==> src/sv/gtuc_pkg.sv <==
// Types and constants for the GPS time to UTC calendar pipeline.
package gtuc_pkg;

  // Leap second thresholds in GPS seconds, ascending.
  localparam int LeapTableLen = 16;
  localparam longint LeapGps [LeapTableLen] = '{
    46828800, 78364801, 109900802, 173059203,
    252028804, 315187205, 346723206, 393984007,
    425520008, 457056009, 504489610, 551750411,
    599184012, 820108813, 914803214, 1025136015
  };
  localparam longint GpsAdjust = 1000000000;

  // adjusted + 1e9 (GPS) + 315964800 (Unix epoch) + 719468 days (0000-03-01 base)
  localparam longint UnixBias = 64'sd63478000000;

  // 86400 = 2^7 * 675; the odd part is taken by reciprocal multiply.
  localparam int     SecsLowBits   = 7;
  localparam int     DayOddDiv     = 675;
  localparam int     DayRecipShift = 39;
  localparam longint DayRecip      = ((longint'(1) <<< DayRecipShift) + DayOddDiv - 1)
                                     / DayOddDiv;

  // Day count of 400 year eras; every reachable day number lies in era four or five.
  localparam int EraDays = 146097;
  localparam int EraFourStart = 4 * EraDays;
  localparam int EraFiveStart = 5 * EraDays;
  localparam int EraFourYear  = 1600;
  localparam int EraFiveYear  = 2000;

  localparam int     R1460Shift = 29;
  localparam longint R1460      = ((longint'(1) <<< R1460Shift) + 1459) / 1460;
  localparam int     R36524Shift = 34;
  localparam longint R36524      = ((longint'(1) <<< R36524Shift) + 36523) / 36524;
  localparam int     R365Shift = 27;
  localparam longint R365      = ((longint'(1) <<< R365Shift) + 364) / 365;
  localparam int     EraLastDay = 146096;

  // First day of each month in a March-based year.
  localparam logic [8:0] MonthStart [12] = '{
    9'd0, 9'd31, 9'd61, 9'd92, 9'd122, 9'd153,
    9'd184, 9'd214, 9'd245, 9'd275, 9'd306, 9'd337
  };
  localparam int MarchBasedJan = 10;

  typedef struct packed {
    logic [35:0] secs;   // seconds since 0000-03-01
    logic [4:0]  leaps;
  } front_t;

  typedef struct packed {
    logic [16:0] sod;
    logic [17:0] doe;    // day of era
    logic        era_hi; // era five rather than four
    logic [4:0]  leaps;
  } split_t;

endpackage

==> src/sv/gtuc_front.sv <==
// Leap count and rebasing of the seconds count, two pipeline stages.
module gtuc_front #(
  parameter int FracW       = 20,
  parameter int LeapEntries = 16
) (
  input  logic                clk_i,
  input  logic                rst_ni,
  input  logic                in_valid_i,
  output logic                in_ready_o,
  input  logic signed [32:0]  adj_i,
  input  logic [FracW-1:0]    frac_i,
  output logic                out_valid_o,
  input  logic                out_ready_i,
  output gtuc_pkg::front_t    front_o,
  output logic [FracW-1:0]    frac_o
);

  localparam int LeapUsed = (LeapEntries < gtuc_pkg::LeapTableLen) ?
                            LeapEntries : gtuc_pkg::LeapTableLen;

  logic signed [33:0] adj_ext;
  logic [LeapUsed-1:0] reached;
  logic [36:0] sum_d;
  logic [4:0]  leaps_d;

  logic              v1_q, v2_q, rdy1, rdy2;
  logic [35:0]       secs1_q;
  logic [4:0]        leaps1_q;
  logic [FracW-1:0]  frac1_q, frac2_q;
  gtuc_pkg::front_t  front_q, front_d;

  // thresholds ascend, so the reached set is a prefix and its size is the scan count
  always_comb begin
    adj_ext = {adj_i[32], adj_i};
    for (int i = 0; i < LeapUsed; i++) begin
      reached[i] = adj_ext >= $signed(34'(gtuc_pkg::LeapGps[i] - gtuc_pkg::GpsAdjust));
    end
    leaps_d = 5'($countones(reached));
    sum_d   = {{4{adj_i[32]}}, adj_i} + 37'(gtuc_pkg::UnixBias);
  end

  always_comb begin
    front_d.secs  = secs1_q - 36'(leaps1_q);
    front_d.leaps = leaps1_q;
  end

  assign rdy2       = !v2_q || out_ready_i;
  assign rdy1       = !v1_q || rdy2;
  assign in_ready_o = rdy1;

  always_ff @(posedge clk_i or negedge rst_ni) begin
    if (!rst_ni) begin
      v1_q <= 1'b0;
      v2_q <= 1'b0;
    end else begin
      if (rdy1) v1_q <= in_valid_i;
      if (rdy2) v2_q <= v1_q;
    end
  end

  always_ff @(posedge clk_i) begin
    if (rdy1 && in_valid_i) begin
      secs1_q  <= sum_d[35:0];
      leaps1_q <= leaps_d;
      frac1_q  <= frac_i;
    end
    if (rdy2 && v1_q) begin
      front_q <= front_d;
      frac2_q <= frac1_q;
    end
  end

  assign out_valid_o = v2_q;
  assign front_o     = front_q;
  assign frac_o      = frac2_q;

endmodule

==> src/sv/gtuc_split.sv <==
// Day number and seconds of day by reciprocal multiply, two pipeline stages.
module gtuc_split #(
  parameter int FracW = 20
) (
  input  logic              clk_i,
  input  logic              rst_ni,
  input  logic              in_valid_i,
  output logic              in_ready_o,
  input  gtuc_pkg::front_t  front_i,
  input  logic [FracW-1:0]  frac_i,
  output logic              out_valid_o,
  input  logic              out_ready_i,
  output gtuc_pkg::split_t  split_o,
  output logic [FracW-1:0]  frac_o
);

  localparam int OddW = 36 - gtuc_pkg::SecsLowBits;

  logic [OddW-1:0]   odd_in, odd3;
  logic [58:0]       day_prod;
  logic [19:0]       days_d;
  logic [29:0]       back_prod;
  logic [OddW-1:0]   rem;
  gtuc_pkg::split_t  split_d, split_q;

  logic              v3_q, v4_q, rdy3, rdy4;
  logic [19:0]       days_q;
  logic [35:0]       secs3_q;
  logic [4:0]        leaps3_q;
  logic [FracW-1:0]  frac3_q, frac4_q;

  always_comb begin
    odd_in   = front_i.secs[35:gtuc_pkg::SecsLowBits];
    day_prod = 59'(odd_in) * 59'(gtuc_pkg::DayRecip);
    days_d   = day_prod[58:gtuc_pkg::DayRecipShift];
  end

  always_comb begin
    odd3           = secs3_q[35:gtuc_pkg::SecsLowBits];
    back_prod      = 30'(days_q) * 30'(gtuc_pkg::DayOddDiv);
    rem            = odd3 - OddW'(back_prod);
    split_d.sod    = {rem[9:0], secs3_q[gtuc_pkg::SecsLowBits-1:0]};
    split_d.era_hi = days_q >= 20'(gtuc_pkg::EraFiveStart);
    split_d.doe    = 18'(days_q - (split_d.era_hi ? 20'(gtuc_pkg::EraFiveStart) :
                                                    20'(gtuc_pkg::EraFourStart)));
    split_d.leaps  = leaps3_q;
  end

  assign rdy4       = !v4_q || out_ready_i;
  assign rdy3       = !v3_q || rdy4;
  assign in_ready_o = rdy3;

  always_ff @(posedge clk_i or negedge rst_ni) begin
    if (!rst_ni) begin
      v3_q <= 1'b0;
      v4_q <= 1'b0;
    end else begin
      if (rdy3) v3_q <= in_valid_i;
      if (rdy4) v4_q <= v3_q;
    end
  end

  always_ff @(posedge clk_i) begin
    if (rdy3 && in_valid_i) begin
      days_q   <= days_d;
      secs3_q  <= front_i.secs;
      leaps3_q <= front_i.leaps;
      frac3_q  <= frac_i;
    end
    if (rdy4 && v3_q) begin
      split_q <= split_d;
      frac4_q <= frac3_q;
    end
  end

  assign out_valid_o = v4_q;
  assign split_o     = split_q;
  assign frac_o      = frac4_q;

endmodule

==> src/sv/gtuc_civil.sv <==
// Day of era to year, month and day, four pipeline stages ending in the output register.
module gtuc_civil #(
  parameter int FracW = 20
) (
  input  logic              clk_i,
  input  logic              rst_ni,
  input  logic              in_valid_i,
  output logic              in_ready_o,
  input  gtuc_pkg::split_t  split_i,
  input  logic [FracW-1:0]  frac_i,
  output logic              out_valid_o,
  input  logic              out_ready_i,
  output logic [11:0]       year_o,
  output logic [3:0]        month_o,
  output logic [4:0]        mday_o,
  output logic [16:0]       sod_o,
  output logic [FracW-1:0]  frac_o,
  output logic [4:0]        leaps_o
);

  logic              v5_q, v6_q, v7_q, v8_q;
  logic              rdy5, rdy6, rdy7, rdy8;
  gtuc_pkg::split_t  s5_q, s6_q, s7_q;
  logic [FracW-1:0]  frac5_q, frac6_q, frac7_q, frac8_q;

  // stage 5
  logic [36:0] p1460, p36524;
  logic [7:0]  q1460_d, q1460_q;
  logic [2:0]  q36524_d, q36524_q;
  logic        last_d, last_q;
  // stage 6
  logic [17:0] num;
  logic [36:0] p365;
  logic [8:0]  yoe_d, yoe6_q, yoe7_q;
  // stage 7
  logic [1:0]  cent;
  logic [17:0] yday_base;
  logic [8:0]  doy_d, doy_q;
  // stage 8
  logic [11:1] past;
  logic [3:0]  mp;
  logic [11:0] year_d, year_q;
  logic [3:0]  month_d, month_q;
  logic [4:0]  mday_d, mday_q;
  logic [16:0] sod_q;
  logic [4:0]  leaps_q;

  always_comb begin
    p1460    = 37'(split_i.doe) * 37'(gtuc_pkg::R1460);
    p36524   = 37'(split_i.doe) * 37'(gtuc_pkg::R36524);
    q1460_d  = p1460[36:gtuc_pkg::R1460Shift];
    q36524_d = p36524[36:gtuc_pkg::R36524Shift];
    last_d   = split_i.doe >= 18'(gtuc_pkg::EraLastDay);
  end

  // year of era from the day of era
  always_comb begin
    num   = s5_q.doe - 18'(q1460_q) + 18'(q36524_q) - 18'(last_q);
    p365  = 37'(num) * 37'(gtuc_pkg::R365);
    yoe_d = p365[35:gtuc_pkg::R365Shift];
  end

  // day of a March-based year
  always_comb begin
    if (yoe6_q >= 9'd300)      cent = 2'd3;
    else if (yoe6_q >= 9'd200) cent = 2'd2;
    else if (yoe6_q >= 9'd100) cent = 2'd1;
    else                       cent = 2'd0;
    yday_base = 18'(yoe6_q) * 18'd365 + 18'(yoe6_q[8:2]) - 18'(cent);
    doy_d     = 9'(s6_q.doe - yday_base);
  end

  always_comb begin
    for (int k = 1; k < 12; k++) begin
      past[k] = doy_q >= gtuc_pkg::MonthStart[k];
    end
    mp      = 4'($countones(past));
    mday_d  = 5'(doy_q - gtuc_pkg::MonthStart[mp] + 9'd1);
    month_d = (mp < 4'(gtuc_pkg::MarchBasedJan)) ? mp + 4'd2 :
                                                   mp - 4'(gtuc_pkg::MarchBasedJan);
    year_d  = 12'(yoe7_q)
            + (s7_q.era_hi ? 12'(gtuc_pkg::EraFiveYear) : 12'(gtuc_pkg::EraFourYear))
            + 12'(mp >= 4'(gtuc_pkg::MarchBasedJan));
  end

  assign rdy8       = !v8_q || out_ready_i;
  assign rdy7       = !v7_q || rdy8;
  assign rdy6       = !v6_q || rdy7;
  assign rdy5       = !v5_q || rdy6;
  assign in_ready_o = rdy5;

  always_ff @(posedge clk_i or negedge rst_ni) begin
    if (!rst_ni) begin
      v5_q <= 1'b0;
      v6_q <= 1'b0;
      v7_q <= 1'b0;
      v8_q <= 1'b0;
    end else begin
      if (rdy5) v5_q <= in_valid_i;
      if (rdy6) v6_q <= v5_q;
      if (rdy7) v7_q <= v6_q;
      if (rdy8) v8_q <= v7_q;
    end
  end

  always_ff @(posedge clk_i) begin
    if (rdy5 && in_valid_i) begin
      s5_q     <= split_i;
      frac5_q  <= frac_i;
      q1460_q  <= q1460_d;
      q36524_q <= q36524_d;
      last_q   <= last_d;
    end
    if (rdy6 && v5_q) begin
      s6_q    <= s5_q;
      frac6_q <= frac5_q;
      yoe6_q  <= yoe_d;
    end
    if (rdy7 && v6_q) begin
      s7_q    <= s6_q;
      frac7_q <= frac6_q;
      yoe7_q  <= yoe6_q;
      doy_q   <= doy_d;
    end
    if (rdy8 && v7_q) begin
      year_q  <= year_d;
      month_q <= month_d;
      mday_q  <= mday_d;
      sod_q   <= s7_q.sod;
      leaps_q <= s7_q.leaps;
      frac8_q <= frac7_q;
    end
  end

  assign out_valid_o = v8_q;
  assign year_o      = year_q;
  assign month_o     = month_q;
  assign mday_o      = mday_q;
  assign sod_o       = sod_q;
  assign frac_o      = frac8_q;
  assign leaps_o     = leaps_q;

endmodule

==> src/sv/gps_time_to_utc_calendar.sv <==
// GPS to UTC calendar converter. One beat in per clock while the output is not stalled.
// The adjusted GPS seconds (GPS minus 1e9) are rebased to GPS seconds, the leap
// seconds reached in the fixed sixteen-entry table are counted and removed, and the
// resulting UTC seconds are split into proleptic Gregorian year, zero-based month,
// day of month and seconds of day; the fraction and the leap count ride along. The
// pipeline is eight register stages (two leap/rebase, two day split, four calendar),
// each with its own valid bit, so it takes a new beat every cycle while the output is not
// stalled and holds one result per stage when it is; a stage that is empty keeps accepting,
// so bubbles close up. Throughput is one beat per cycle with no stall.
// The block keeps no state between beats. Times before 1970 are handled by floor
// semantics: seconds of day stays in 0..86399.
module gps_time_to_utc_calendar #(
  parameter int FRACTION_BITS = 20, // fraction width, 8..32
  parameter int LEAP_ENTRIES  = 16  // table entries scanned, 1..64; at most 16 are used
) (
  input  logic                     clk_i,
  input  logic                     rst_ni,
  input  logic                     in_valid_i,
  output logic                     in_ready_o,
  input  logic signed [32:0]       adjusted_seconds_i,
  input  logic [FRACTION_BITS-1:0] fraction_magnitude_i,
  output logic                     out_valid_o,
  input  logic                     out_ready_i,
  output logic [11:0]              calendar_year_o,
  output logic [3:0]               month_index_o,
  output logic [4:0]               day_of_month_o,
  output logic [16:0]              seconds_of_day_o,
  output logic [FRACTION_BITS-1:0] fraction_out_o,
  output logic [4:0]               leap_count_o
);

  logic                     fr_valid, fr_ready, sp_valid, sp_ready;
  gtuc_pkg::front_t         fr_beat;
  gtuc_pkg::split_t         sp_beat;
  logic [FRACTION_BITS-1:0] fr_frac, sp_frac;

  // stages 1-2: leap count, rebase to seconds since 0000-03-01
  gtuc_front #(
    .FracW       (FRACTION_BITS),
    .LeapEntries (LEAP_ENTRIES)
  ) u_front (
    .clk_i       (clk_i),
    .rst_ni      (rst_ni),
    .in_valid_i  (in_valid_i),
    .in_ready_o  (in_ready_o),
    .adj_i       (adjusted_seconds_i),
    .frac_i      (fraction_magnitude_i),
    .out_valid_o (fr_valid),
    .out_ready_i (fr_ready),
    .front_o     (fr_beat),
    .frac_o      (fr_frac)
  );

  // stages 3-4: day number, seconds of day, era
  gtuc_split #(
    .FracW (FRACTION_BITS)
  ) u_split (
    .clk_i       (clk_i),
    .rst_ni      (rst_ni),
    .in_valid_i  (fr_valid),
    .in_ready_o  (fr_ready),
    .front_i     (fr_beat),
    .frac_i      (fr_frac),
    .out_valid_o (sp_valid),
    .out_ready_i (sp_ready),
    .split_o     (sp_beat),
    .frac_o      (sp_frac)
  );

  // stages 5-8: year of era, day of year, month and day; stage 8 drives the ports
  gtuc_civil #(
    .FracW (FRACTION_BITS)
  ) u_civil (
    .clk_i       (clk_i),
    .rst_ni      (rst_ni),
    .in_valid_i  (sp_valid),
    .in_ready_o  (sp_ready),
    .split_i     (sp_beat),
    .frac_i      (sp_frac),
    .out_valid_o (out_valid_o),
    .out_ready_i (out_ready_i),
    .year_o      (calendar_year_o),
    .month_o     (month_index_o),
    .mday_o      (day_of_month_o),
    .sod_o       (seconds_of_day_o),
    .frac_o      (fraction_out_o),
    .leaps_o     (leap_count_o)
  );

endmodule

==> config.mk <==
export PLATFORM = sky130hd
export DESIGN_NAME = gps_time_to_utc_calendar
export DESIGN_NICKNAME = d
export VERILOG_FILES = /design/src/sv/gtuc_pkg.sv /design/src/sv/gtuc_front.sv /design/src/sv/gtuc_split.sv /design/src/sv/gtuc_civil.sv /design/src/sv/gps_time_to_utc_calendar.sv
export SDC_FILE = /design/constraint.sdc
export NUM_CORES = 2
export LEC_CHECK = 0
export BUFFER_PORTS_ARGS = -buffer_cell sky130_fd_sc_hd__buf_2
export CAP_MARGIN = 20
export CORE_MARGIN = 10
export CORE_UTILIZATION = 30
export DETAILED_ROUTE_END_ITERATION = 10
export GPL_TIMING_DRIVEN = 1
export HOLD_SLACK_MARGIN = 0.06
export PLACE_DENSITY = 0.42
export REMOVE_ABC_BUFFERS = 1
export SLEW_MARGIN = 10
export SYNTH_ARGS = -nofsm -noshare
export SYNTH_HDL_FRONTEND = slang
export SYNTH_HIERARCHICAL = 1
export SYNTH_SLANG_ARGS = --single-unit
==> constraint.sdc <==
create_clock -name clk_i -period 9.8 [get_ports clk_i]
set_input_delay 0.98 -clock clk_i [delete_from_list [all_inputs] [get_ports clk_i]]
set_output_delay 0.98 -clock clk_i [all_outputs]
set_load 0.01 [all_outputs]
# --- After elaboration in Yosys (flattened, before gate mapping) ---
# Memories as Yosys holds them, arrays and structs flattened.
# Cells that the tools add are included.
# W data, S select, Z words.
totals:
  register_bits: 511
  latch_bits: 0
  ram_bits: 0
  romBits: 144
  out_inout_bits: 65
  mem_count: 1
memory_table:
  columns: ["name", "words", "width", "rd", "rd_ports_with_merged_regs", "write_ports", "line_no", "text"]
  rows:
  - ["(name not given)", 16, 9, 1, 0, 0, "gtuc_civil.sv:78", "mday_d = 5'(doy_q - gtuc_pkg::MonthStart[mp] + 9'd1);"]
classes:
  addsub: 41
  multipliers: 6
  div_mod_pow: 0
  n_lt_le_gt_ge: 35
  eq_ne: 0
  n_shift: 0
  muxes: 8
  n_bitwise: 1
  n_reduce_logical: 24
op_table:
  columns: ["operator", "n"]
  rows:
  - ["$ge A33 B31 Y1 const B", 10]
  - ["$ge A33 B30 Y1 const B", 3]
  - ["$mul A29 B29 Y58 const B", 1]
  - ["$ge A9 B8 Y1 const B", 5]
  - ["$mul A18 B19 Y37 const B", 1]
  - ["$ge A9 B9 Y1 const B", 4]
  - ["$sub A36 B5 Y36", 1]
  - ["$add A33 B34 Y35 const B", 1]
  - ["$add A5 B5 Y5", 7]
  - ["$mul A18 B16 Y34 const B", 1]
  - ["$ge A33 B26 Y1 const B", 1]
  - ["$ge A33 B28 Y1 const B", 1]
  - ["$ge A33 B29 Y1 const B", 1]
  - ["$mul A18 B16 Y33 const B", 1]
  - ["$ge A9 B7 Y1 const B", 3]
  - ["$add A1 B1 Y2", 13]
  - ["$ge A20 B20 Y1 const B", 1]
  - ["$mul A20 B10 Y10 const B", 1]
  - ["$add A18 B3 Y18", 1]
  - ["$ge A18 B18 Y1 const B", 1]
  - ["$mux W18", 1]
  - ["$sub A18 B1 Y18", 1]
  - ["$sub A18 B18 Y18", 1]
  - ["$sub A18 B8 Y18", 1]
  - ["27 further kinds", 53]

# --- Longest topological paths before layout ---
depth:
  depth_word: 11
  mapped_depth: 35
  depth_no_buf: 35

# --- Hierarchy ---
# The synthesis kept the hierarchy.
modules_own_cells:
  columns: ["module", "instances", "cells_each", "area_per_inst_um2", "seq_area_each_um2"]
  rows:
  - ["gtuc_civil", 1, 2194, 26962.1, 7847.5]
  - ["gtuc_split", 1, 1493, 17002.6, 3743.6]
  - ["gtuc_front", 1, 719, 7573.5, 3653.5]

# --- Least setup slack after synthesis ---
# OpenSTA, ideal clock, no wires.
synth_timing:
  path_kind: "reg-to-reg"
  start: "register u_civil/s5_q[6] (netlist name)"
  end: "register u_civil.yoe6_q[6], data pin"
  setup_ns: 0.263
  arrival_time_ns: 8.384
  required_ns: 9.537
  path_slack_ns: 1.153
  stages_incl_launch_ff: 34
  cell_sequence: "edfxtp_1 -> fa_1 -> inv_1 -> fa_1 -> inv_1 -> ha_1 -> inv_1 -> fa_1 -> nor2b_1 -> o21a_1 -> o21ai_0 -> a21boi_0 -> nor2_1 -> o211ai_1 -> xor2_1 -> inv_1 -> fa_1 -> inv_1 -> ha_1 -> fa_1 -> fa_1 -> fa_1 -> inv_1 -> fa_1 -> inv_1 -> ha_1 -> nand4_1 -> nor2_1 -> and4_1 -> a221oi_1 -> a21oi_1 -> o211ai_1 -> mux2i_1 -> xor2_1"
synth_via:
  elab_chain_len: 4
synth_lines:
  columns: ["element", "line_no", "text"]
  rows:
  - ["start, declared", "gtuc_civil.sv:23", "gtuc_pkg::split_t s5_q, s6_q, s7_q;"]
  - ["start signal, assigned", "gtuc_civil.sv:108", "s5_q <= split_i;"]
  - ["$sub A18 B8 Y18", "gtuc_civil.sv:58", "num = s5_q.doe - 18'(q1460_q) + 18'(q36524_q) - 18'(last_q);"]
  - ["$add A18 B3 Y18", "gtuc_civil.sv:58", null]
  - ["$sub A18 B1 Y18", "gtuc_civil.sv:58", null]
  - ["$mul A18 B16 Y33", "gtuc_civil.sv:59", "p365 = 37'(num) * 37'(gtuc_pkg::R365);"]
  - ["net u_civil.p365[33]", "gtuc_civil.sv:33", "logic [36:0] p365;"]
  - ["end signal, assigned", "gtuc_civil.sv:117", "yoe6_q <= yoe_d;"]
  - ["end, declared", "gtuc_civil.sv:34", "logic [8:0] yoe_d, yoe6_q, yoe7_q;"]
# The timed path passes the listed nets, and every way through them passes these cells.
# A chain may end at the register's enable or synchronous reset.

# --- Final worst setup path ---
# Same ends and word-level chain as after synthesis.

==> flow_metrics.env <==
export IMPL_multi_input_area_mm2=0.0324
export IMPL_grt_max_degree=62
export IMPL_finish_utilization_pct=33.4
export IMPL_async_flop_share_pct=1.57
export IMPL_dieArea_mm2=0.189
export IMPL_yosysUniqueCellTypes=101
export IMPL_num_io_pins=122
export IMPL_tightest_slew_ps=1120
export IMPL_final_seq_area_mm2=0.0152
export IMPL_drt_iter0_drc=1717
export IMPL_drt_wirelength_per_cell_um=19.2
export IMPL_die_w_um=434
export IMPL_grt_pass1_vias=33800
export IMPL_antenna_left=0
export IMPL_via_count=31500
export IMPL_htreeDepth=2
export IMPL_critPathLaunch="u_civil/s5_q[6]"
export IMPL_coreArea_mm2=0.171
export IMPL_drive_gt1_share_pct=7.26
export IMPL_fill_cells=17300
export IMPL_syn_cell_area_mm2=0.0515
export IMPL_cp_max_fo=5
export IMPL_critPathSlowestCell="fa_1"
export IMPL_drc=0
export IMPL_dp_final_hpwl_mm=106
export IMPL_port_buffers=121
export IMPL_setup_viol=0
export IMPL_yosys_cell_count_top_type="inv_1"
export IMPL_synth_edf_count=501
export IMPL_path_class="register to register"
export IMPL_cap_viol_max_count=0
export IMPL_postCtsSetupRepairBufs=0
export IMPL_min_period_over_period_pct=92.4
export IMPL_skew_ps=55.4
export IMPL_status="completed"
export IMPL_fin_area_mm2=0.0571
export IMPL_end_kind="register"
export IMPL_min_path_type="primary input to asynchronous set/reset pin"
export IMPL_synth_ff_type="edfxtp_1"
export IMPL_dr_pass1_iters=5
export IMPL_synth_common_cells="inv_1, ha_1, fa_1"
export IMPL_crit_required_ps=10160
export IMPL_seq_area_frac_synth_pct=29.6
export IMPL_start_kind="register"
export IMPL_synth_top_area_share_pct=29.2
export IMPL_postPlaceCellArea_mm2=0.0551
export IMPL_area_growth_pct=10.8
export IMPL_rows=152
export IMPL_cpPeakStageDelay_ps=570
export IMPL_final_nets=6183
export IMPL_slew_violations=0
export IMPL_yosys_register_bits=509
export IMPL_fmax_ghz=0.110
export IMPL_cts_sinks=509
export IMPL_die_h_um=434
export IMPL_antenna_found_initial=2
export IMPL_cts_tree="done"
export IMPL_yosys_top_cells_area="edfxtp_1, ha_1, fa_1, inv_1, xnor2_1"
export IMPL_synth_top_area_cell="edfxtp_1"
export IMPL_fin_setup_tns_ps=0
export IMPL_final_hold_violation_count=0
export IMPL_root_buffer="clkbuf_16"
export IMPL_min_period_ps=9050
export IMPL_grt_pass1_wl_mm=205
export IMPL_synthesis_area_per_instance_um2=11.7
export IMPL_syn_inst=4406
export IMPL_grtUsageTotal_pct=14.0
export IMPL_finalWirelength_mm=132
export IMPL_initial_core_util_pct=30.1
export IMPL_cts_buffer_depth=3
export IMPL_rsz0062_at_grt="no"
export IMPL_grt_ovfl_total=0
export IMPL_path_clk_slew_ps=60
export IMPL_gp_congestion=0.885
export IMPL_yosysWarningCount=6
export IMPL_viasPerCell=4.60
export IMPL_reg2reg_from="u_civil/s5_q[6]"
export IMPL_clk_latency_ps=660
export IMPL_arrival_ps=9410
export IMPL_cts_buffers=58
export IMPL_max_slew_margin_rel_pct=24.9
export IMPL_cpMostUsedCell="fa_1"
-- placed cells by master, fill, tap and decap left out, types with 53 or more instances in the layout --
| cell type | count |
|---|---|
| nor2_1 | 114 |
| fa_1 | 591 |
| ha_1 | 959 |
| xor2_1 | 68 |
| clkbuf_16 | 58 |
| nand2_1 | 116 |
| edfxtp_1 | 501 |
| a21o_1 | 53 |
| buf_2 | 121 |
| inv_1 | 977 |
| a21oi_1 | 149 |
| xnor2_1 | 119 |
| o21ai_0 | 80 |
-- through the flow --
stage	setup WS [ps]	instances	hold WS (ps)
3_5_place_dp	714	6747	405
5_1_grt	67.0	6859	132
6_report	748	6859	165
4_1_cts	618	6856	117
2_1_floorplan	1150	4347	400
3_3_place_gp	775	6747	400
-- cell families after synthesis --
logic type	Yosys count	share of synthesized area, %
DFF	509	29.6
other	1	0.00728
buffers and inverters	1037	7.57
xor gates and xnor gates	188	3.21
AOI/OAI and AO/OA	540	7.20
muxes	5	0.0971
adders and majority gates	1550	46.2
and+or+nand+nor	576	6.09
-- repair_timing --
| item | in CTS | in global routing |
|---|---|---|
| hold buffers | 0 | 0 |
| resized for setup | 0 | 1 |
| endpoints found under the setup margin | 0 | 1 |
-- path summary, 6_finish.rpt --
kind | end | slack [ps] | cells past startpoint
max | u_civil/yoe6_q[6] | 750 | 33
min | u_civil/out_valid_o | 160 | 1
max reg2reg | u_civil/yoe6_q[6] | 750 | 33
min reg2reg | u_civil/s5_q[32] | 370 | 0
max in group asynchronous | u_front/out_valid_o | 9460 | 1
min in group clk_i | u_civil/s5_q[32] | 370 | 0
-- per-layer routing --
layer | vias to the layer above | part of all wire, % | global-route usage [%]
met2 | 466 | 49 | 24.4
met1 | 15700 | 46 | 18.9
met3 | 131 | 2.8 | 1.40
met5 | - | 0 | 0
met4 | 0 | 2.2 | 3.05
li1 | 15200 | - | -
-- flip-flops by register name (all words and copies together) (netlist names), 23 cells and up --
| signal | flops |
|---|---|
| u_civil/s6_q | 32 |
| u_front/secs1_q | 34 |
| u_civil/s5_q | 41 |
| u_civil/s7_q | 23 |
| u_front/front_o | 41 |
| u_split/split_o | 41 |
-- critical path: cells and delay by family, from the launching register on --
kind	cells	cell delay [ps]
DFF	1	410
adders and majority gates	11	4820
AOI/OAI and AO/OA	7	1720
muxes	1	270
xor gates and xnor gates	2	330
buffers and inverters	7	520
and+or+nand+nor	5	700
-- area by class of cell --
class	count	share of cell area, %
diodes	1	0.00438
clock buffers	64	2.58
clock inverters	45	0.935
inverters	978	6.43
multi-input cells	2860	56.7
flip-flops and latches	509	26.7
well taps	2233	4.89
repair buffers	169	1.73
Power is not shown: default switching activity piles up to over one toggle a cycle in this logic, so the estimate is an artifact.
